<file path="src/design/awf_pkg.sv">
// Shared types, codes and helpers of the acceleration-to-position washout filter.
package awf_pkg;

  // Field widths
  localparam int DATA_W  = 32;
  localparam int COEF_W  = 31;
  localparam int IDX_W   = 3;
  localparam int MUL_W   = 33;
  localparam int PROD_W  = 2 * MUL_W;
  localparam int ACC_W   = 53;
  localparam int DIFF_W  = 35;
  localparam int PC_W    = 4;
  localparam int PROG_LEN = 12;

  // Configuration register indexes
  localparam logic [IDX_W-1:0] REG_ACC_LIMIT  = 3'd0;
  localparam logic [IDX_W-1:0] REG_COEF_PREV  = 3'd1;
  localparam logic [IDX_W-1:0] REG_COEF_PREV2 = 3'd2;
  localparam logic [IDX_W-1:0] REG_COEF_IN    = 3'd3;
  localparam logic [IDX_W-1:0] REG_INV_TSQ    = 3'd4;

  // Configuration reset values
  localparam logic [COEF_W-1:0] RST_ACC_LIMIT  = 31'd642253;
  localparam logic [COEF_W-1:0] RST_COEF_PREV  = 31'd1431752254;
  localparam logic [COEF_W-1:0] RST_COEF_PREV2 = 31'd361553568;
  localparam logic [COEF_W-1:0] RST_COEF_IN    = 31'd144621;
  localparam logic [DATA_W-1:0] RST_INV_TSQ    = 32'd163840000;

  // Multiplier operand A select
  localparam logic [1:0] A_CPREV  = 2'd0;
  localparam logic [1:0] A_CPREV2 = 2'd1;
  localparam logic [1:0] A_CIN    = 2'd2;
  localparam logic [1:0] A_INVTSQ = 2'd3;

  // Multiplier operand B select
  localparam logic [2:0] B_PPREV  = 3'd0;
  localparam logic [2:0] B_PPREV2 = 3'd1;
  localparam logic [2:0] B_ACC    = 3'd2;
  localparam logic [2:0] B_DHI    = 3'd3;
  localparam logic [2:0] B_DLO    = 3'd4;

  // Accumulator operations
  localparam logic [1:0] ACC_NOP  = 2'd0;
  localparam logic [1:0] ACC_LOAD = 2'd1;
  localparam logic [1:0] ACC_ADD  = 2'd2;
  localparam logic [1:0] ACC_SUB  = 2'd3;

  // Product shift select
  localparam logic [1:0] SH_0  = 2'd0;
  localparam logic [1:0] SH_16 = 2'd1;
  localparam logic [1:0] SH_30 = 2'd2;

  // Special operations
  localparam logic [2:0] OP_NOP    = 3'd0;
  localparam logic [2:0] OP_ACCEPT = 3'd1;
  localparam logic [2:0] OP_POS    = 3'd2;
  localparam logic [2:0] OP_DIFF   = 3'd3;
  localparam logic [2:0] OP_DONE   = 3'd4;

  // Jump conditions
  localparam logic [1:0] JC_NONE     = 2'd0;
  localparam logic [1:0] JC_NO_REQ   = 2'd1;
  localparam logic [1:0] JC_OUT_FREE = 2'd2;
  localparam logic [1:0] JC_ALWAYS   = 2'd3;

  typedef struct packed {
    logic [1:0]      a_sel;
    logic [2:0]      b_sel;
    logic [1:0]      acc_op;
    logic [1:0]      sh_sel;
    logic [2:0]      op;
    logic [1:0]      jc;
    logic [PC_W-1:0] jt;
  } awf_ctrl_t;

  typedef struct packed {
    logic in_req;
    logic out_free;
  } awf_stat_t;

  typedef struct packed {
    logic [COEF_W-1:0] acc_limit;
    logic [COEF_W-1:0] coef_prev;
    logic [COEF_W-1:0] coef_prev2;
    logic [COEF_W-1:0] coef_in;
    logic [DATA_W-1:0] inv_tsq;
  } awf_coef_t;

  // Saturate a wide signed value to signed 32 bits
  function automatic logic [DATA_W-1:0] sat32(input logic [ACC_W-1:0] v);
    logic all_one;
    logic all_zero;
    all_one  = &v[ACC_W-1:DATA_W-1];
    all_zero = ~|v[ACC_W-1:DATA_W-1];
    if (all_one || all_zero) begin
      return v[DATA_W-1:0];
    end else if (v[ACC_W-1]) begin
      return 32'h8000_0000;
    end else begin
      return 32'h7fff_ffff;
    end
  endfunction

endpackage

</file>
<file path="src/design/awf_seq.sv">
// Microcode sequencer: step counter, program ROM and conditional jumps.
module awf_seq import awf_pkg::*; (
  input  logic      clk,
  input  logic      rst_n,
  input  awf_stat_t stat,
  output awf_ctrl_t ctrl
);

  logic [PC_W-1:0] pc_r;
  logic [PC_W-1:0] pc_nxt;
  logic            jump;

  // Program: one control word per step
  function automatic awf_ctrl_t rom_word(input logic [PC_W-1:0] pc);
    awf_ctrl_t w;
    w        = '0;
    w.a_sel  = A_CPREV;
    w.b_sel  = B_PPREV;
    w.acc_op = ACC_NOP;
    w.sh_sel = SH_0;
    w.op     = OP_NOP;
    w.jc     = JC_NONE;
    case (pc)
      4'd0: begin
        w.op = OP_ACCEPT;  w.jc = JC_NO_REQ;  w.jt = 4'd0;
      end
      4'd1: begin
        w.a_sel = A_CPREV;  w.b_sel = B_PPREV;
      end
      4'd2: begin
        w.a_sel = A_CPREV2; w.b_sel = B_PPREV2; w.acc_op = ACC_LOAD; w.sh_sel = SH_30;
      end
      4'd3: begin
        w.a_sel = A_CIN;    w.b_sel = B_ACC;    w.acc_op = ACC_SUB;  w.sh_sel = SH_30;
      end
      4'd4: begin
        w.acc_op = ACC_ADD; w.sh_sel = SH_30;
      end
      4'd5: w.op = OP_POS;
      4'd6: w.op = OP_DIFF;
      4'd7: begin
        w.a_sel = A_INVTSQ; w.b_sel = B_DLO;
      end
      4'd8: begin
        w.a_sel = A_INVTSQ; w.b_sel = B_DHI;  w.acc_op = ACC_LOAD; w.sh_sel = SH_16;
      end
      4'd9: begin
        w.acc_op = ACC_ADD; w.sh_sel = SH_0;
      end
      4'd10: begin
        w.op = OP_DONE;    w.jc = JC_OUT_FREE; w.jt = 4'd0;
      end
      4'd11: begin
        w.jc = JC_ALWAYS;  w.jt = 4'd10;
      end
      default: begin
        w.jc = JC_ALWAYS;  w.jt = 4'd0;
      end
    endcase
    return w;
  endfunction

  assign ctrl = rom_word(pc_r);

  // Resolve the jump condition
  always_comb begin
    unique case (ctrl.jc)
      JC_NONE:     jump = 1'b0;
      JC_NO_REQ:   jump = !stat.in_req;
      JC_OUT_FREE: jump = stat.out_free;
      JC_ALWAYS:   jump = 1'b1;
      default:     jump = 1'b1;
    endcase
    pc_nxt = jump ? ctrl.jt : pc_r + 4'd1;
  end

  // Advance the step counter
  always_ff @(posedge clk) begin
    if (!rst_n) begin
      pc_r <= '0;
    end else begin
      pc_r <= pc_nxt;
    end
  end

  a_pc_range: assert property (@(posedge clk) disable iff (!rst_n)
    pc_r < PROG_LEN[PC_W-1:0])
    else $error("step counter left the program");

  a_accept_starts: assert property (@(posedge clk) disable iff (!rst_n)
    (pc_r == 4'd0 && stat.in_req) |=> pc_r == 4'd1)
    else $error("accepted request did not start the program");

  a_done_waits: assert property (@(posedge clk) disable iff (!rst_n)
    (pc_r == 4'd10 && !stat.out_free) |=> pc_r == 4'd11)
    else $error("finish step did not hold for a stalled output");

endmodule

</file>
<file path="config.mk">
export PLATFORM = sky130hd
export DESIGN_NAME = awf_seq
export DESIGN_NICKNAME = d
export VERILOG_FILES = /design/src/design/awf_pkg.sv /design/src/design/awf_seq.sv
export SDC_FILE = /design/constraint.sdc
export NUM_CORES = 1
export LEC_CHECK = 0
export ABC_AREA = 1
export ABC_CLOCK_PERIOD_IN_PS = 2000
export CORE_AREA = 2 2 39 41
export CTS_CLUSTER_DIAMETER = 120
export CTS_CLUSTER_SIZE = 30
export DETAILED_ROUTE_END_ITERATION = 10
export DIE_AREA = 0 0 41 43
export DONT_BUFFER_PORTS = 1
export HOLD_SLACK_MARGIN = 0.12
export PLACE_DENSITY = 0.58
export SLEW_MARGIN = 25
export SYNTH_ARGS = -nofsm -noshare
export SYNTH_HDL_FRONTEND = slang
export SYNTH_SLANG_ARGS = --single-unit
</file>
<file path="constraint.sdc">
create_clock -name clk -period 2 [get_ports clk]
set_input_delay 0.3 -clock clk [delete_from_list [all_inputs] [get_ports clk]]
set_output_delay 0.3 -clock clk [all_outputs]
set_load 0.01 [all_outputs]
</file>
# Word level (Yosys, flattened, before mapping)
# Cells that the tools add are included.
# totals
register_bits	4
inputBits	4
out_inout_bits	18
word_cells	26
# op_classes
addsub	1
eq_ne	14
mux	6
n_reduce_logical	4
# op_table
cell	n
$pmux W6 S4	1
$pmux W4 S5	1
$pmux W5 S4	1
$eq A4 B3 Y1 const B	4
$eq A4 B4 Y1 const B	4
$pmux W3 S4	1
$reduce_or A9 Y1	1
$eq A4 B2 Y1 const B	2
$add A4 B1 Y4 const B	1
$eq A2 B2 Y1 const B	2
$eq A4 B1 Y1 const B	1
$logic_not A4 Y1	1
$mux W4	1
$pmux W1 S4	1
$eq A2 B1 Y1 const B	1
$logic_not A2 Y1	1
$logic_not A1 Y1	1

# Longest topological paths before layout
# Gate-level depths: netlist of the first run.
# depth
word_depth	6
ltp_mapped	12
ltp_nobuf	12

# Least setup slack after synthesis of the first run
# Ideal clock, no wire load.
# synth_timing
path_kind	flip-flop to output port
startpoint	register pc_r[0]
endpoint	output port ctrl[4] (netlist bit)
t_arrival_ns	1.331
required_ns	1.700
slack_ns	0.369
path_stages_with_launch	10
path_buffers	0
cell_sequence	dfxtp_1 > inv_1 > ha_1 > inv_2 > nand2_1 > nand2_2 > nand2_1 > inv_2 > nand2_4 > o21ai_0
# synth_lines
element	line	text
start, declared	awf_seq.sv:9	logic [PC_W-1:0] pc_r;
start signal, assigned	awf_seq.sv:82	pc_r <= pc_nxt;
end, declared	awf_seq.sv:6	output awf_ctrl_t ctrl

==> reports/results.ini, run 1 <==
[timing]
slew_violations = 0
hold_violations = 0
worst_slack_ps = 166.7
rsz0062_at_grt = no
finalCritPeriodShare_pct = 91.66
min_period_ps = 1833
finalSetupViolations = 0
max_freq_mhz = 545.5
setup_tns_ps = 0
skew_ps = 0.06099

[worst_setup_path]
slowest_delay_ps = 390
arrival_ps = 1530
cp.depth = 9
worstSetupPathType = flop to output pin
crit_chain = inv_1, ha_1, inv_2, nand2_1, nand2_2, nand2_1, inv_2, nand2_4, o21ai_2
crit_buf_inv = 3
critPathLaunchType = flop
end_kind = output pin
required_ps = 1700
ff2ff_setup_slack_ps = 510
cpMaxStageDelayCell = dfxtp_1
ff2ff_path_depth = 12
cp_top_family = flip-flops
cp_max_fo = 5

[place]
hpwl_um = 763.3
io_buffers = 0
dpl_cell_area_sq_um = 501.7
gp_congestion = 0.6854
dp_worst_setup_slack_ps = 243.4

[outcome]
status = complete, no violations

[global_route]
first_global_vias = 364
use_met3_pct = 1.571
grt_pass1_wl_um = 1359
top_usage_layer = met1
grt_max_degree = 8
met2_usage_pct = 15.00
gr-usage-met1_pct = 15.48
gr-usage-all-layers_pct = 11.86
antenna_found_initial = 0
grt_overflow_total = 0

[cts]
cts_tree = built
clock_latency_ps = 230
cts.sinks = 4
numCtsBuffers = 3
cts_buffer_depth = 2
cts_hold_buf = 0
cts.root.buffer_cell = clkbuf_4
path_clk_slew_ps = 40
h-tree-depth = 1

[cells_and_area]
finalNetCount = 89
area_delta_synth_final_pct = 3.178
largest_reg_flops = 4
design_area_sq_um = 528.0
drive_gt1_share_pct = 31.65
fillers = 157
biggestRegsByFlops = pc_r x4
top_register = pc_r
most-common-layout-cells = 21 x nand2_1, 9 x inv_1, 7 x nand3_1
antenna_cells = 0
mostFrequentLayoutCell = nand2_1

[floorplanning]
die_w_um = 41
start_util_pct = 36.98
core_area_sq_mm = 0.001384
die_h_um = 43
pin_count = 22
rows = 14
dieArea_sq_mm = 0.001763

[route]
drc = 0
wl_per_cell_um = 9.621
firstDrtPassIters = 4
ant_nets = 0
viasPerCell = 4.600
drt_wl_total_um = 914
first_iter_violations = 6
via_count = 437

[job]
cap_violations = 0

[synth]
synthArstFlopShare_pct = 0
ys_seq_area_share_pct = 15.65
synth_edf_count = 0
syn_inst = 79
yosysWarnings = 0
syn_avg_cell_area_sq_um = 6.478
synth_top_flop_cell = dfxtp_1
yosysUniqueCellTypes = 20
synthesis.area_sq_um = 511.7
ys_seq_elements = 4

[power]
peakVddDrop_mv = 0.3288
leakagePower_nw = 0.3372
powerDensity_mw_per_mm2 = 762.6

[worst_hold_path]
hold_class = input pin to flop
hold_depth = 2

## where the power goes
group,switching (mW),leakage (nW),total [mW],internal [mW]
clock network,0.0313,0.0138,0.0984,0.0670
registers,0.0108,0.0325,0.100,0.0892
logic,0.139,0.291,0.204,0.0649
## routing by layer
metal	wire length, um	part of all wire (%)
met3	52	5.7
met1	422	46
met2	419	46
met5	0	0
met4	19	2.1
## layout make-up
class	instances	area [sq um]	share of cell area (%)
Multi-Input combinational cell	57	349.1	66.11
Sequential cell	4	80.08	15.17
Inverter	15	56.30	10.66
Clock buffer	3	22.52	4.265
Tap cell	16	20.02	3.791
## per-stage QoR
step                hold slack [ps]  utilization [%]  std cells  power [mW]
floorplan                     427.5                -         80      0.2753
global placement              434.2            36.26         92      0.2994
detailed placement            434.6            36.26         92      0.3020
CTS                           187.6            37.88         95      0.4058
global route                  203.5            38.16         95      0.4425
finish                        195.7            38.16         95      0.4027
## final timing paths
check / startpoint / end
max: pc_r[0] / ctrl[4]
min: rst_n / pc_r[0]
max reg2reg: pc_r[0] / pc_r[3]
min reg2reg: pc_r[0] / pc_r[0]
## Yosys cell counts, types with 2 or more instances
library cell  number  area [sq um]
nor2_2             4         25.02
nand3_2            2         20.02
buf_4              3         22.52
nor2_4             2         22.52
inv_2              6         22.52
nand3_1            7         35.03
nor2_1             3         11.26
ha_1               4         50.05
nand2_1           21         78.83
dfxtp_1            4         80.08
o21ai_0            2         10.01
inv_1              9         33.78
nand2_2            5         31.28
## worst register-to-register path: stages, from the launching register on
cell and delay, ps:
dfxtp_1 390, inv_1 90, ha_1 260, inv_2 100, nand2_1 60, nand2_2 60
nand2_1 60, inv_2 70, nand2_4 60, nand3_2 70, nand2_2 70, nand3_1 70
nand2_1 50
## cell families after synthesis
family | Yosys count | share of synthesized area (%)
fa+ha+maj | 4 | 9.780
simple gates | 46 | 49.88
flops | 4 | 15.65
compound gates | 3 | 2.933
other cells | 1 | 0.7328
xor+xnor | 2 | 3.424
buf+inv | 19 | 17.60
## timing repair
action / 4_1_cts / 5_1_grt
buffers inserted: 0 / 0
resized for setup: 1 / 1
pin swaps: 0 / 0
setup endpoints to repair: 1 / 1
Power figures use the tool's default switching activity.
==> run 2: changes to the inputs <==
- ABC_AREA: 1 -> unset
- ABC_CLOCK_PERIOD_IN_PS: 2000 -> 1510
- PLACE_DENSITY: 0.58 -> 0.61
- clock period: 2 -> 1.51 ns (I/O delays scaled with it)
==> run 2 against run 1 <==
The run now ends with setup timing left. Clock-buffer cell count unchanged. Final cell count unchanged. Via count increased by 15%. Critical endpoint unchanged. Highest routed layer is now met3.
==> reports/results.ini, run 2 <==
[floorplanning]
die_w_um = 41
start_util_pct = 38.52
die_h_um = 43
core_area_sq_mm = 0.001384
pin_count = 22
dieArea_sq_mm = 0.001763
rows = 14

[route]
drt_wl_total_um = 1326
wl_per_cell_um = 13.96
ant_nets = 0
viasPerCell = 5.305
firstDrtPassIters = 4
drc = 0
first_iter_violations = 12
via_count = 504

[timing]
rsz0062_at_grt = yes
hold_violations = 0
finalCritPeriodShare_pct = 116.6
setup_tns_ps = -1763
min_period_ps = 1760
slew_violations = 0
max_freq_mhz = 568.1
finalSetupViolations = 16
skew_ps = 3.367
worst_slack_ps = -250.3

[cells_and_area]
fillers = 118
seqCellArea_sq_um = 88.84
largest_reg_flops = 4
antenna_cells = 0
finalNetCount = 89
top_register = pc_r
mostFrequentLayoutCell = buf_4
biggestRegsByFlops = pc_r x4
multi_input_area_sq_um = 511.7
area_delta_synth_final_pct = 52.58
most-common-layout-cells = 16 x buf_4, 3 x clkbuf_4, 3 x buf_6
drive_gt1_share_pct = 68.35
stdcell_count = 95

[power]
powerDensity_mw_per_mm2 = 900.1
peakVddDrop_mv = 0.5811
leakagePower_nw = 0.3180
p_total_uw = 732.0

[cts]
numCtsBuffers = 3
cts_hold_buf = 0
cts.sinks = 4
clock_latency_ps = 230
cts.root.buffer_cell = clkbuf_4
h-tree-depth = 1
cts_tree = built
path_clk_slew_ps = 30
cts_buffer_depth = 2

[synth]
synthesis.area_sq_um = 533.0
synthTopCellsByCount = 4 x a21oi_1, 4 x dfxtp_1, 4 x ha_1, 4 x nand2_1
yosysWarnings = 0
synth_top_flop_cell = dfxtp_1
yosysUniqueCellTypes = 35
synthArstFlopShare_pct = 0
syn_inst = 63
synth_top_area_share_pct = 15.02
ys_seq_area_share_pct = 15.02
syn_avg_cell_area_sq_um = 8.460
synth_area_leaders = dfxtp_1 15%, ha_1 9.4%, buf_6 6.3%
synth_edf_count = 0
yosysTopAreaCell = dfxtp_1
ys_seq_elements = 4

[place]
gp_congestion = 0.6995
dp.cells = 88
dp_worst_setup_slack_ps = -35.82
io_buffers = 0
hpwl_um = 931

[worst_setup_path]
rr_startpoint = pc_r[0]
required_ps = 1280
endpoint = ctrl[4]
ff2ff_path_depth = 6
end_kind = output pin
cp-startpoint = pc_r[0]
arrival_ps = 1530
cp_max_fo = 4
worstSetupPathType = flop to output pin
critPathLaunchType = flop
reg2reg_to = pc_r[1]
ff2ff_setup_slack_ps = -130

[outcome]
status = complete, but fails checks
violations = setup timing

[global_route]
grt_max_degree = 15
first_global_vias = 468
gr-usage-all-layers_pct = 15.26
antenna_found_initial = 0
grt_overflow_total = 0
grt_pass1_wl_um = 1883

[worst_hold_path]
hold_depth = 2
hold_class = input pin to flop

[job]
cap_violations = 0

==> run 2: worst max-delay path, cell delays in order (launching register included) <==
cell	delay [ps]
dfxtp_4	380
inv_4	50
ha_4	160
or4_4	550
o211ai_1	170
==> run 2: cell families (layout without fill, tap and decap cells) <==
| group | Yosys count | after routing | synth area share [%] |
|---|---|---|---|
| buffers and inverters | 10 | 25 | 13.61 |
| AND/OR/NAND/NOR | 25 | 25 | 28.40 |
| adder cells (fa/ha/maj) | 4 | 4 | 9.390 |
| XOR/XNOR | 2 | 2 | 3.287 |
| flip-flops | 4 | 4 | 15.02 |
| other | 1 | 2 | 0.7035 |
| AO/OA/AOI/OAI | 15 | 15 | 25.82 |
| multiplexers | 2 | 2 | 3.756 |
==> run 2: layout make-up <==
type                       instances  share of cell area [%]
multi-input combinational         50                   62.92
sequential                         4                   10.92
timing repair buffer              19                   18.92
clock buffer                       3                   2.769
tap                               16                   2.462
inverter                           3                   2.000
==> run 2: timing repair <==
item                       CTS  global route
buffers inserted             3             1
gates resized for setup     22            10
pin swaps                    7             4
setup endpoints to repair   13            19
==> run 2: how the worst min path moves through the flow <==
stage | end | slack (ps) | startpoint
after floorplan | pc_r[1] | 370 | rst_n
after global placement | pc_r[1] | 390 | rst_n
after detailed placement | pc_r[1] | 390 | rst_n
after CTS | pc_r[1] | 150 | rst_n
after global routing | pc_r[1] | 160 | rst_n
final | pc_r[1] | 150 | rst_n
==> run 2: layer usage <==
| metal | global-route usage, % | wire length, um | vias to the layer above | share of wire (%) |
|---|---|---|---|---|
| met5 | 0 | 0 | - | 0 |
| met4 | 0 | 0 | 0 | 0 |
| met3 | 5.759 | 81 | 0 | 6.1 |
| met2 | 27.81 | 725 | 19 | 55 |
| met1 | 16.72 | 519 | 236 | 39 |
| li1 | - | - | 249 | - |
==> run 2: power breakdown <==
part / internal [mW] / switching [mW] / leakage (nW)
Sequential: 0.123 / 0.0224 / 0.0344
Clock: 0.0886 / 0.0388 / 0.0138
Combinational: 0.231 / 0.228 / 0.270
Total: 0.442 / 0.290 / 0.318
==> run 2: per-stage QoR <==
stage | hold slack, ps | utilization [%] | area, sq um
after global placement | 387.0 | 45.39 | 628.1
final | 147.9 | 58.77 | 813.3
after detailed placement | 387.9 | 45.39 | 628.1
after global routing | 155.3 | 58.77 | 813.3
after CTS | 145.8 | 54.88 | 759.5
after floorplan | 369.3 | - | 556.8
