## src/design/awf_pkg.sv

```systemverilog
// Shared types, codes and helpers of the acceleration-to-position washout filter.
package awf_pkg;

  // Field widths
  localparam int DATA_W  = 32;
  localparam int COEF_W  = 31;
  localparam int IDX_W   = 3;
  localparam int MUL_W   = 33;
  localparam int PROD_W  = 2 * MUL_W;
  localparam int ACC_W   = 53;
  localparam int DIFF_W  = 35;
  localparam int PC_W    = 4;
  localparam int PROG_LEN = 12;

  // Configuration register indexes
  localparam logic [IDX_W-1:0] REG_ACC_LIMIT  = 3'd0;
  localparam logic [IDX_W-1:0] REG_COEF_PREV  = 3'd1;
  localparam logic [IDX_W-1:0] REG_COEF_PREV2 = 3'd2;
  localparam logic [IDX_W-1:0] REG_COEF_IN    = 3'd3;
  localparam logic [IDX_W-1:0] REG_INV_TSQ    = 3'd4;

  // Configuration reset values
  localparam logic [COEF_W-1:0] RST_ACC_LIMIT  = 31'd642253;
  localparam logic [COEF_W-1:0] RST_COEF_PREV  = 31'd1431752254;
  localparam logic [COEF_W-1:0] RST_COEF_PREV2 = 31'd361553568;
  localparam logic [COEF_W-1:0] RST_COEF_IN    = 31'd144621;
  localparam logic [DATA_W-1:0] RST_INV_TSQ    = 32'd163840000;

  // Multiplier operand A select
  localparam logic [1:0] A_CPREV  = 2'd0;
  localparam logic [1:0] A_CPREV2 = 2'd1;
  localparam logic [1:0] A_CIN    = 2'd2;
  localparam logic [1:0] A_INVTSQ = 2'd3;

  // Multiplier operand B select
  localparam logic [2:0] B_PPREV  = 3'd0;
  localparam logic [2:0] B_PPREV2 = 3'd1;
  localparam logic [2:0] B_ACC    = 3'd2;
  localparam logic [2:0] B_DHI    = 3'd3;
  localparam logic [2:0] B_DLO    = 3'd4;

  // Accumulator operations
  localparam logic [1:0] ACC_NOP  = 2'd0;
  localparam logic [1:0] ACC_LOAD = 2'd1;
  localparam logic [1:0] ACC_ADD  = 2'd2;
  localparam logic [1:0] ACC_SUB  = 2'd3;

  // Product shift select
  localparam logic [1:0] SH_0  = 2'd0;
  localparam logic [1:0] SH_16 = 2'd1;
  localparam logic [1:0] SH_30 = 2'd2;

  // Special operations
  localparam logic [2:0] OP_NOP    = 3'd0;
  localparam logic [2:0] OP_ACCEPT = 3'd1;
  localparam logic [2:0] OP_POS    = 3'd2;
  localparam logic [2:0] OP_DIFF   = 3'd3;
  localparam logic [2:0] OP_DONE   = 3'd4;

  // Jump conditions
  localparam logic [1:0] JC_NONE     = 2'd0;
  localparam logic [1:0] JC_NO_REQ   = 2'd1;
  localparam logic [1:0] JC_OUT_FREE = 2'd2;
  localparam logic [1:0] JC_ALWAYS   = 2'd3;

  typedef struct packed {
    logic [1:0]      a_sel;
    logic [2:0]      b_sel;
    logic [1:0]      acc_op;
    logic [1:0]      sh_sel;
    logic [2:0]      op;
    logic [1:0]      jc;
    logic [PC_W-1:0] jt;
  } awf_ctrl_t;

  typedef struct packed {
    logic in_req;
    logic out_free;
  } awf_stat_t;

  typedef struct packed {
    logic [COEF_W-1:0] acc_limit;
    logic [COEF_W-1:0] coef_prev;
    logic [COEF_W-1:0] coef_prev2;
    logic [COEF_W-1:0] coef_in;
    logic [DATA_W-1:0] inv_tsq;
  } awf_coef_t;

  // Saturate a wide signed value to signed 32 bits
  function automatic logic [DATA_W-1:0] sat32(input logic [ACC_W-1:0] v);
    logic all_one;
    logic all_zero;
    all_one  = &v[ACC_W-1:DATA_W-1];
    all_zero = ~|v[ACC_W-1:DATA_W-1];
    if (all_one || all_zero) begin
      return v[DATA_W-1:0];
    end else if (v[ACC_W-1]) begin
      return 32'h8000_0000;
    end else begin
      return 32'h7fff_ffff;
    end
  endfunction

endpackage

```

## src/design/awf_if.sv

```systemverilog


interface awf_cfg_if import awf_pkg::*; ();
  logic              valid;
  logic              ready;
  logic [IDX_W-1:0]  index;
  logic [DATA_W-1:0] data;
  modport source (output valid, output index, output data, input ready);
  modport sink   (input valid, input index, input data, output ready);
endinterface

```

## src/design/awf_cfg.sv

```systemverilog
// Configuration register file of the washout filter.
module awf_cfg import awf_pkg::*; (
  input  logic      clk,
  input  logic      rst_n,
  awf_cfg_if.sink   cfg_ch,
  output awf_coef_t coef
);

  awf_coef_t coef_r;

  assign cfg_ch.ready = 1'b1;
  assign coef         = coef_r;

  // Write the addressed register; drop writes to unknown indexes
  always_ff @(posedge clk) begin
    if (!rst_n) begin
      coef_r.acc_limit  <= RST_ACC_LIMIT;
      coef_r.coef_prev  <= RST_COEF_PREV;
      coef_r.coef_prev2 <= RST_COEF_PREV2;
      coef_r.coef_in    <= RST_COEF_IN;
      coef_r.inv_tsq    <= RST_INV_TSQ;
    end else if (cfg_ch.valid) begin
      case (cfg_ch.index)
        REG_ACC_LIMIT:  coef_r.acc_limit  <= cfg_ch.data[COEF_W-1:0];
        REG_COEF_PREV:  coef_r.coef_prev  <= cfg_ch.data[COEF_W-1:0];
        REG_COEF_PREV2: coef_r.coef_prev2 <= cfg_ch.data[COEF_W-1:0];
        REG_COEF_IN:    coef_r.coef_in    <= cfg_ch.data[COEF_W-1:0];
        REG_INV_TSQ:    coef_r.inv_tsq    <= cfg_ch.data;
        default: ;
      endcase
    end
  end

endmodule

```

## src/flat_wrapper.sv

```systemverilog
// flat-port wrapper written by rule: the top's interface ports become plain ports
module awf_cfg_flat import awf_pkg::*;
  (clk, rst_n, coef, cfg_ch_valid, cfg_ch_index, cfg_ch_data, cfg_ch_ready);
  awf_cfg_if cfg_ch_i ();
  input  logic clk;
  input  logic rst_n;
  output awf_coef_t coef;
  input wire logic [$bits(cfg_ch_i.valid)-1:0] cfg_ch_valid;
  input wire logic [$bits(cfg_ch_i.index)-1:0] cfg_ch_index;
  input wire logic [$bits(cfg_ch_i.data)-1:0] cfg_ch_data;
  output wire logic [$bits(cfg_ch_i.ready)-1:0] cfg_ch_ready;
  assign cfg_ch_i.valid = cfg_ch_valid;
  assign cfg_ch_i.index = cfg_ch_index;
  assign cfg_ch_i.data = cfg_ch_data;
  assign cfg_ch_ready = cfg_ch_i.ready;
  awf_cfg u_core (.clk(clk), .rst_n(rst_n), .cfg_ch(cfg_ch_i), .coef(coef));
endmodule
```

## config.mk

```make
export PLATFORM = sky130hd
export DESIGN_NAME = awf_cfg_flat
export DESIGN_NICKNAME = d
export VERILOG_FILES = /design/src/design/awf_pkg.sv /design/src/design/awf_if.sv /design/src/design/awf_cfg.sv /design/src/flat_wrapper.sv
export SDC_FILE = /design/constraint.sdc
export NUM_CORES = 1
export LEC_CHECK = 0
export BUFFER_PORTS_ARGS = -buffer_cell sky130_fd_sc_hd__buf_2
export CAP_MARGIN = 30
export CORE_ASPECT_RATIO = 1.2
export CORE_MARGIN = 2
export CORE_UTILIZATION = 28
export DETAILED_ROUTE_END_ITERATION = 12
export SETUP_SLACK_MARGIN = 0.1
export SYNTH_ARGS = -nofsm -noshare
export SYNTH_HDL_FRONTEND = slang
export SYNTH_SLANG_ARGS = --single-unit
```

## constraint.sdc

```tcl
create_clock -name clk -period 1.6 [get_ports clk]
set_input_delay 0 -clock clk [delete_from_list [all_inputs] [get_ports clk]]
set_output_delay 0 -clock clk [all_outputs]
set_load 0.02 [all_outputs]
```

**Word level (Yosys, flattened, before mapping)**

Cells that the tools add are included.

- Eq/ne operators: 4
- Reductions and logical operators: 6

Operator list:

| kind | count |
|---|---|
| $reduce_and A2 Y1 | 5 |
| $eq A3 B2 Y1 const B | 2 |
| $eq A3 B1 Y1 const B | 1 |
| $eq A3 B3 Y1 const B | 1 |
| $logic_not A3 Y1 | 1 |

- Register bits: 156
- Input port bits: 38
- Output and inout port bits: 157
- Word-level logic and storage cells: 15

**Longest topological paths before layout**

Gate-level depths: netlist of the first run.

- Word-level depth: 2
- Depth in mapped cells: 5

**Worst setup path before layout of the first run**

OpenSTA, ideal clock, no wires.

- Path kind: input port to flip-flop
- Start point: input cfg_ch_index[1]
- End point: register u_core.coef_r, in the netlist u_core.coef[133]
- Data arrival time: 0.903 ns
- Slack: 0.625 ns
- Stages on the path: 4
- Path buffers: 2
- Cell sequence: buf_4 > nor4b_4 > buf_6 > mux2i_1

- Cells in the longest elaborated chain, start to end: 2

Ends and longest elaborated chain:

| item | RTL line | text |
|---|---|---|
| start: declaration | flat_wrapper.sv:9 | `input wire logic [$bits(cfg_ch_i.index)-1:0] cfg_ch_index;` |
| $logic_not A3 Y1 | awf_cfg.sv:23 | `case (cfg_ch.index)` |
| $reduce_and A2 Y1 (no source line) | -- |  |
| end: declaration | awf_cfg.sv:9 | `awf_coef_t coef_r;` |

Every way passes these cells.
A chain may end at the register's enable or synchronous reset.

**Final worst setup path of the first run**

- Start point: register u_core.coef_r, in the netlist u_core.coef[125]
- End point: output coef[125] (netlist name)

RTL lines:

| item | RTL line | text |
|---|---|---|
| end: declaration | flat_wrapper.sv:7 | `output awf_coef_t coef;` |

No word-level cell between the ends.

==> summary.txt, run 1 <==
flop2flop setup slack: 970 ps
global-route wire length before repair: 25600 microns
VDD IR max: 0.629 mV
clock latency on the worst-skew pair: 420 ps
cell row count: 59
P&R area growth vs syn: 35.8%
total power draw: 8.93 mW
post-route ant nets: 0
startpoint types: flip-flop
cell depth of the worst flop-to-flop path: 2
vias in the first global route: 4412
GP Congestion: 0.738
H-tree depth: 4
count of nets after finishing: 833
status: finished clean
critical-path maximum fanout: 2
CTS tree: built
drt total wl: 16600 microns
I/O pins: 195
DR vias/cell: 4.27
initial antenna violation count: 0
Yosys reg bits: 156
Seq/Total Area, Yosys: 51.2%
routed len/inst: 15.3 microns
Die X: 139 microns
Post-CTS Setup Bufs: 0
Util after Layout: 38.4%
Largest register FFs: 156
worst-case clock buffer depth: 2
WL met1: 7880 microns
synth unique cells: 16
total of max-cap violations: 0
Critical Path AT: 960 ps
number of diodes: 0
Critical Path Stages: 1
filler cell count: 2175
Reg-to-Reg End: u_core.coef[103]
Initial DRT Pass Iterations: 4
# setup viols final: 0
RSZ-0062 raised after global routing: no
Top Metal Used: met4
DRC: 0
Synth Cell Area: 6100 sq um
Worst Path Buf+Inv: 1
Final period util: 60.1%
Worst-path clk slew: 60 ps
FF-to-FF Start: u_core.coef[103]
HPWL Detailed: 11100 microns
hold path depth: 4
CP max stage cell: dfxtp_1
Iteration-0 DRC Markers: 143
Max Fclk: 1.04 GHz
via count: 4612
CP endpoint kind: output pin
core box area: 21600 sq um
CP peak stage delay: 370 ps
met2 routed WL: 7480 microns
TritonCTS Buffers: 17
DR WL met3: 897 microns
pwr dens: 1080 nW/um^2
GRT overflow: 0
CP delay by family, top: flip-flops
worst min-delay path class: in -> reg
TNS Setup: 0 ps
Final min period: 962 ps
leakage: 3.84 nW
final hold violation count: 0
Cells after Synth: 580
Fin Clk Skew: 0 ps
Initial Utilization: 28.3%
Avg Cell Area, Syn: 10.5 sq um
pin count of the biggest net entering global routing: 68
Root Driver: clkbuf_16
Die ar.: 23000 sq um
CTS sink cnt: 156
crit path to: coef[125]
Worst Path Required: 1600 ps
layout cells sized above 1: 30.4%
Worst Setup SP: u_core.coef[125]
PortBufs: 193
total track usage: 14.3%
syn_nets: 618
Yosys warning total: 0
CP cell instances: buf_2
Final Max Slew Viols: 0
die height: 166 microns
critical path type: reg -> out
## cell usage after synthesis
cell / instances / area [sq um]
dfxtp_1: 156 / 3120
mux2i_1: 156 / 1560
nand2_1: 130 / 488
nor2b_1: 85 / 532
clkbuf_1: 14 / 52.6
buf_2: 11 / 55.1
buf_6: 10 / 113
buf_4: 8 / 60.1
and4bb_2: 2 / 25.0
nand4bb_1: 2 / 22.5
and4b_1: 1 / 10.0
clkbuf_2: 1 / 5.00
conb_1: 1 / 3.75
nand4b_2: 1 / 15.0
nor4b_4: 1 / 23.8
nor4bb_1: 1 / 10.0
## cell families after synthesis
group / after synthesis / share of synthesized area [%]
other: 1 / 0.0615
AND/OR/NAND/NOR: 223 / 18.5
multiplexers: 156 / 25.6
buffers and inverters: 44 / 4.68
flip-flops: 156 / 51.2
## how the worst min path moves through the flow
stage | from | endpoint
finish | rst_n | u_core.coef[113]
global placement | cfg_ch_data[31] | u_core.coef[31]
CTS | rst_n | u_core.coef[13]
global route | rst_n | u_core.coef[15]
floorplan | cfg_ch_data[31] | u_core.coef[31]
detailed placement | cfg_ch_data[31] | u_core.coef[31]
## metal layers
metal  up-vias  global-route usage, %
li1       2326                      -
met1      2132                   18.8
met2       131                   22.1
met3        23                   4.34
met4         0                   5.45
met5         -                      0
## cell type report
cell class	count	area (sq um)	area share, %
clock inverters	8	105	1.27
flip-flops and latches	156	3120	37.7
multi-input cells	380	2720	32.9
clock buffers	23	508	6.13
repair buffers	240	1480	17.9
well taps	274	343	4.14
## timing repair
item,CTS,global route
resized for setup,0,0
hold endpoints to repair,156,0
hold buffers,32,0
## per-stage QoR
stage	hold WS, ps	setup WS (ps)	std cells	area, sq um
final	74.2	638	1081	8280
after global routing	79.0	587	1081	8280
after CTS	48.6	612	1081	8280
after detailed placement	258	354	1018	7350
after global placement	248	376	1018	7350
after floorplan	142	625	580	6100
## placed cells by master, fill, tap and decap left out, types with 2 or more instances in the layout
cell type      netlist  final
nor2b_1             85     85
clkinvlp_4           0      3
buf_12               0      6
nand4bb_4            0      2
buf_4                8      9
nand2_1            130    130
and4bb_2             2      2
dfxtp_1            156    156
mux2i_1            156    156
bufinv_16            0      2
buf_2               11    192
clkbuf_8             0      6
clkbuf_16            0     17
inv_6                0      2
dlygate4sd3_1        0     32
## where the power goes
part	switching, mW	internal [mW]	total [mW]
Clock	1.63	2.55	4.18
Combinational	0.430	0.309	0.739
Sequential	0.0435	3.97	4.01
Total	2.10	6.83	8.93
Note: power is estimated with default switching activity, not from simulation.
==> run 2, diff against run 1 <==
--- a/config.mk
+++ b/config.mk
@@ -5,6 +5,7 @@
 export SDC_FILE = /design/constraint.sdc
 export NUM_CORES = 1
 export LEC_CHECK = 0
+export ABC_AREA = 1
 export BUFFER_PORTS_ARGS = -buffer_cell sky130_fd_sc_hd__buf_2
 export CAP_MARGIN = 30
 export CORE_ASPECT_RATIO = 1.2
==> constraint.sdc (replaced) <==
create_clock -name clk -period 0.8 [get_ports clk]
set_input_delay 0 -clock clk [delete_from_list [all_inputs] [get_ports clk]]
set_output_delay 0 -clock clk [all_outputs]
set_load 0.02 [all_outputs]
==> summary.txt, run 2 <==
status: complete, but fails checks (was finished clean)
failing checks: negative setup slack
top-count cell post-synth: nand2_1
TNS Setup: -11770 ps (was 0 ps)
setup slack after layout: -107 ps (was 638 ps)
post-route ant nets: 0 (unchanged)
largest family of logic cells by synthesized area: simple AND/OR/NAND/NOR gates (was multiplexers)
Fin Clk Skew: 0 ps (unchanged)
DR vias/cell: 4.54 (was 4.27)
ys flop type: dfxtp_1 (unchanged)
CTS tree: built (unchanged)
Post-synth top cells: nand2_1, nor2_1, dfxtp_1 (was dfxtp_1, mux2i_1, nand2_1)
DP Area: 7450 sq um (was 7350 sq um)
H-tree depth: 4 (unchanged)
pre-CTS setup slack: -240 ps (was 354 ps)
most frequent cells in the layout: nand2_1, nor2_1, buf_6 (was buf_2, mux2i_1, dfxtp_1)
# setup viols final: 156 (was 0)
ys async rst share: 0% (unchanged)
Compound-Gate Fraction of Synth Area: 0% (unchanged)
Cells after Synth: 834 (was 580)
Die X: 137 microns (was 139 microns)
worst-case clock buffer depth: 2 (unchanged)
I/O pins: 195 (unchanged)
Max Fclk: 1.10 GHz
Final min period: 907 ps
clock latency on the worst-skew pair: 420 ps (about the same)
count of nets after finishing: 1094 (was 833)
Initial DRT Pass Iterations: 4 (unchanged)
Largest register FFs: 156 (unchanged)
Seq/Total Area, Yosys: 52.5% (was 51.2%)
mux contribution to synthesized area: 0% (was 25.6%)
Synth top area share: 52.5% (was 51.2%)
final hold violation count: 0 (unchanged)
DRC: 0 (unchanged)
Synth Area in Adders: 0% (unchanged)
number of diodes: 0 (unchanged)
number of synthesized flops with an enable pin: 0 (unchanged)
Synth Area in XOR/XNOR: 0% (unchanged)
layout cells sized above 1: 41.5% (was 30.4%)
pin count of the biggest net entering global routing: 44 (was 68)
Worst Path Buf+Inv: 1 (unchanged)
TritonCTS Buffers: 17 (unchanged)
routed len/inst: 16.3 microns (was 15.3 microns)
pwr dens: 1930 nW/um^2 (was 1080 nW/um^2)
CP peak stage delay: 360 ps (was 370 ps)
Design Area, Final: 9570 sq um (was 8280 sq um)
Yosys reg bits: 156 (unchanged)
CP endpoint kind: output pin (unchanged)
RSZ-0062 raised after global routing: yes (was no)
global-route wire length before repair: 33300 microns (was 25600 microns)
Worst-path clk slew: 60 ps (about the same)
total of max-cap violations: 0 (unchanged)
commonest non-fill, non-tap cell in the layout: nand2_1 (was buf_2)
Synth area leaders: dfxtp_1, nand2_1, nand3_1, nor2_1, buf_2 (was dfxtp_1, mux2i_1, nor2b_1, nand2_1, buf_6)
critical path type: reg -> out (unchanged)
dominant cell type by area after synthesis: dfxtp_1 (unchanged)
synth unique cells: 15 (was 16)
Root Driver: clkbuf_16 (unchanged)
total track usage: 19.8% (was 14.3%)
die height: 164 microns (was 166 microns)
worst min-delay path class: in -> reg (unchanged)
Avg Cell Area, Syn: 7.13 sq um (was 10.5 sq um)
Worst Path Required: 800 ps (was 1600 ps)
CP cell instances: buf_6 (was buf_2)
via count: 6076 (was 4612)
vias in the first global route: 5849 (was 4412)
total power draw: 18.5 mW (was 8.93 mW)
PortBufs: 193 (unchanged)
startpoint types: flip-flop (unchanged)
VDD IR max: 1.44 mV (was 0.629 mV)
Synth Area in Simple Gates: 40.8% (was 18.5%)
Iteration-0 DRC Markers: 309 (was 143)
core box area: 20900 sq um (was 21600 sq um)
critical-path maximum fanout: 2 (unchanged)
HPWL Detailed: 14800 microns (was 11100 microns)
CTS sink cnt: 156 (unchanged)
initial antenna violation count: 0 (unchanged)
GP Congestion: 0.768 (was 0.738)
Critical Path AT: 910 ps (was 960 ps)
GRT overflow: 0 (unchanged)
Final Max Slew Viols: 0 (unchanged)
Initial Utilization: 28.5% (was 28.3%)
Synth Cell Area: 5950 sq um (was 6100 sq um)
CP delay by family, top: flip-flops (unchanged)
syn_nets: 872 (was 618)
P&R area growth vs syn: 60.9% (was 35.8%)
leakage: 4.36 nW (was 3.84 nW)
cell row count: 58 (was 59)
Yosys warning total: 0 (unchanged)
Final period util: 113%
Util after Layout: 45.8% (was 38.4%)
Die ar.: 22400 sq um (was 23000 sq um)
drt total wl: 21800 microns (was 16600 microns)
CP max stage cell: dfxtp_4 (was dfxtp_1)
-- run 2: changes by cell type in the layout (fill, tap and decap cells not counted), sizes merged, moves of 20 or more --
cell	change
nor2b	-85
nand3	+154
mux2i	-156
nand2	+95
nor2	+205
buf	+20
inv	+34
-- run 2: through the flow --
stage                     cells  hold WS, ps
after floorplan             834          113
after global placement     1271          224
after detailed placement   1271          228
after CTS                  1335        0.182
after global routing       1338         15.3
final                      1338         13.3
-- run 2: repair_timing --
item	4_1_cts	5_1_grt
setup buffers	3	4
hold endpoints to repair	77	0
pin swaps	0	6
gates resized for setup	469	31
hold buffers	30	0
setup endpoints to repair	156	183
-- run 2: metal layers --
metal,vias up,wire length [microns],track usage (%)
met2,176,10700,32.7
met4,0,377,5.53
met3,23,1230,5.06
met5,-,0,0
met1,2839,9420,25.4
li1,3038,-,-
-- run 2: power breakdown --
group / leakage (nW) / total [mW] / switching (mW) / internal, mW
Combinational: 2.82 / 2.60 / 1.46 / 1.14
Clock: 0.244 / 7.59 / 3.34 / 4.25
Sequential: 1.29 / 8.31 / 0.215 / 8.09
-- run 2: area by class of cell --
type / count / area, sq um
flip-flops and latches: 156 / 3330
clock inverters: 11 / 98.8
repair buffers: 258 / 2740
multi-input cells: 587 / 2500
well taps: 270 / 338
fillers: 2039 / 11300
clock buffers: 20 / 437
inverters: 36 / 140
-- run 2: worst paths after layout --
kind	from	end	slack (ps)	depth (start not counted)
setup reg to reg	u_core.coef[133]	u_core.coef[133]	120	3
setup / recovery	u_core.coef[50]	coef[50]	-110	1
hold / removal	cfg_ch_data[8]	u_core.coef[133]	10	5
hold reg to reg	u_core.coef[32]	u_core.coef[32]	470	2
-- run 2: kinds of logic (layout without fill, tap and decap cells) --
group         count (synthesis)  count (layout)
buf+inv                      91             325
flops                       156             156
other cells                   1               1
simple gates                586             586
==> run 3, diff against run 2 <==
--- a/config.mk
+++ b/config.mk
@@ -12,6 +12,7 @@
 export CORE_MARGIN = 2
 export CORE_UTILIZATION = 28
 export DETAILED_ROUTE_END_ITERATION = 12
+export REMOVE_ABC_BUFFERS = 1
 export SETUP_SLACK_MARGIN = 0.1
 export SYNTH_ARGS = -nofsm -noshare
 export SYNTH_HDL_FRONTEND = slang
==> summary.txt, run 3 (synthesis results as in run 2) <==
die height: 164 microns (unchanged)
Worst-path clk slew: 60 ps (about the same)
Initial Utilization: 28.5% (unchanged)
failing checks: negative setup slack (unchanged)
Flop pwr share: 43.2% (was 44.9%)
routed len/inst: 15.3 microns (was 16.3 microns)
Pint: 14.3 mW (was 13.5 mW)
critical path type: reg -> out (unchanged)
CP delay by family, top: flip-flops (unchanged)
DRC: 0 (unchanged)
layout cells sized above 1: 43.3% (was 41.5%)
Max Fclk: 1.10 GHz (about the same)
Worst Path Buf+Inv: 1 (unchanged)
GRT overflow: 0 (unchanged)
clock latency on the worst-skew pair: 420 ps (about the same)
GP Congestion: 0.755 (was 0.768)
I/O pins: 195 (unchanged)
final hold violation count: 0 (unchanged)
post-route insts no fill: 1360 (was 1338)
RSZ-0062 raised after global routing: yes (unchanged)
vias in the first global route: 6070 (was 5849)
flop2flop setup slack: 110 ps (was 120 ps)
number of diodes: 0 (unchanged)
cell row count: 58 (unchanged)
CTS sink cnt: 156 (unchanged)
Util after Layout: 47.3% (was 45.8%)
CP cell instances: buf_6 (unchanged)
setup slack after layout: -108 ps (was -107 ps)
DR vias/cell: 4.53 (was 4.54)
Worst Path Required: 800 ps (about the same)
Placed Cells: 1290 (was 1271)
startpoint types: flip-flop (unchanged)
post-route ant nets: 0 (unchanged)
total of max-cap violations: 0 (unchanged)
HPWL Detailed: 13900 microns (was 14800 microns)
via count: 6167 (was 6076)
VDD IR max: 1.43 mV (was 1.44 mV)
CP endpoint kind: output pin (unchanged)
leakage: 4.54 nW (was 4.36 nW)
commonest non-fill, non-tap cell in the layout: nand2_1 (unchanged)
Die ar.: 22400 sq um (unchanged)
count of nets after finishing: 1116 (was 1094)
core box area: 20900 sq um (unchanged)
Psw: 4.92 mW (was 5.02 mW)
Critical Path AT: 910 ps (about the same)
pwr dens: 1940 nW/um^2 (was 1930 nW/um^2)
CTS tree: built (unchanged)
Final Hold Slack: 29.1 ps (was 13.3 ps)
H-tree depth: 4 (unchanged)
Final min period: 908 ps (was 907 ps)
Initial DRT Pass Iterations: 5 (was 4)
TritonCTS Buffers: 17 (unchanged)
Final period util: 113% (about the same)
CP max stage cell: dfxtp_4 (unchanged)
worst min-delay path class: in -> reg (unchanged)
critical-path maximum fanout: 2 (unchanged)
CP peak stage delay: 360 ps (about the same)
initial antenna violation count: 0 (unchanged)
Die X: 137 microns (unchanged)
P&R area growth vs syn: 66.3% (was 60.9%)
total track usage: 18.8% (was 19.8%)
pin count of the biggest net entering global routing: 41 (was 44)
# setup viols final: 156 (unchanged)
Root Driver: clkbuf_16 (unchanged)
PortBufs: 193 (unchanged)
status: complete, but fails checks (unchanged)
Fin Clk Skew: 0 ps (unchanged)
Clk pwr share: 42.8% (was 41.0%)
Comb pwr share: 14.0% (about the same)
Final Max Slew Viols: 0 (unchanged)
Largest register FFs: 156 (unchanged)
global-route wire length before repair: 32400 microns (was 33300 microns)
TNS Setup: -10980 ps (was -11770 ps)
worst-case clock buffer depth: 2 (unchanged)
total power draw: 19.2 mW (was 18.5 mW)
most frequent cells in the layout: nand2_1, nor2_1, buf_6 (unchanged)
sw frac: 25.6% (was 27.1%)
Iteration-0 DRC Markers: 344 (was 309)
drt total wl: 20700 microns (was 21800 microns)
## run 3: cell types whose count changed in the layout (fill, tap and decap cells not counted), sizes merged
cell and delta:
buf +20, bufinv +2, clkbuf -1, clkinv +3, clkinvlp -4, dlygate4sd3 +2
## run 3: cell type report
cell class	count	area [sq um]
clock buffer	19	443
clock inverter	12	148
fill	1992	11000
inverter	36	143
multi-input combinational	587	2510
sequential	156	3320
tap	270	338
timing repair buffer	280	2990
## run 3: path summary, 6_finish.rpt
check / depth (start not counted) / start / to
setup / recovery: 1 / u_core.coef[59] / coef[59]
hold reg to reg: 2 / u_core.coef[32] / u_core.coef[32]
hold / removal: 3 / rst_n / u_core.coef[73]
setup reg to reg: 3 / u_core.coef[78] / u_core.coef[78]
## run 3: metal layers
metal  vias up  global-route usage [%]  share of wire [%]
met3        26                    5.34                6.0
met2       174                    31.5                 49
met4         0                    5.90                2.0
met5         -                       0                  0
li1       3092                       -                  -
met1      2875                    23.2                 43
## run 3: metrics by stage
| stage | setup slack, ps | cell area (sq um) |
|---|---|---|
| after detailed placement | -280 | 7700 |
| after global routing | -132 | 9890 |
| after floorplan | -1610 | 5690 |
| final | -108 | 9890 |
| after global placement | -254 | 7700 |
| after CTS | -122 | 9820 |
## run 3: repair_timing
item,in CTS,in global routing
buffers inserted,5,2
hold endpoints to repair,150,0
endpoints found under the setup margin,156,228
hold buffers,32,0
pin swaps,0,10
resized for setup,468,32
## run 3: power by group through the flow
| stage | clock network [mW] | logic [mW] | registers [mW] |
|---|---|---|---|
| 4_1_cts | 8.41 | 2.65 | 8.30 |
| 3_3_place_gp | 0 | 2.18 | 8.35 |
| 3_5_place_dp | 0 | 2.20 | 8.35 |
| 6_report | 8.21 | 2.68 | 8.30 |
| 5_1_grt | 8.68 | 2.92 | 8.33 |
| 2_1_floorplan | 0 | 0.727 | 8.69 |
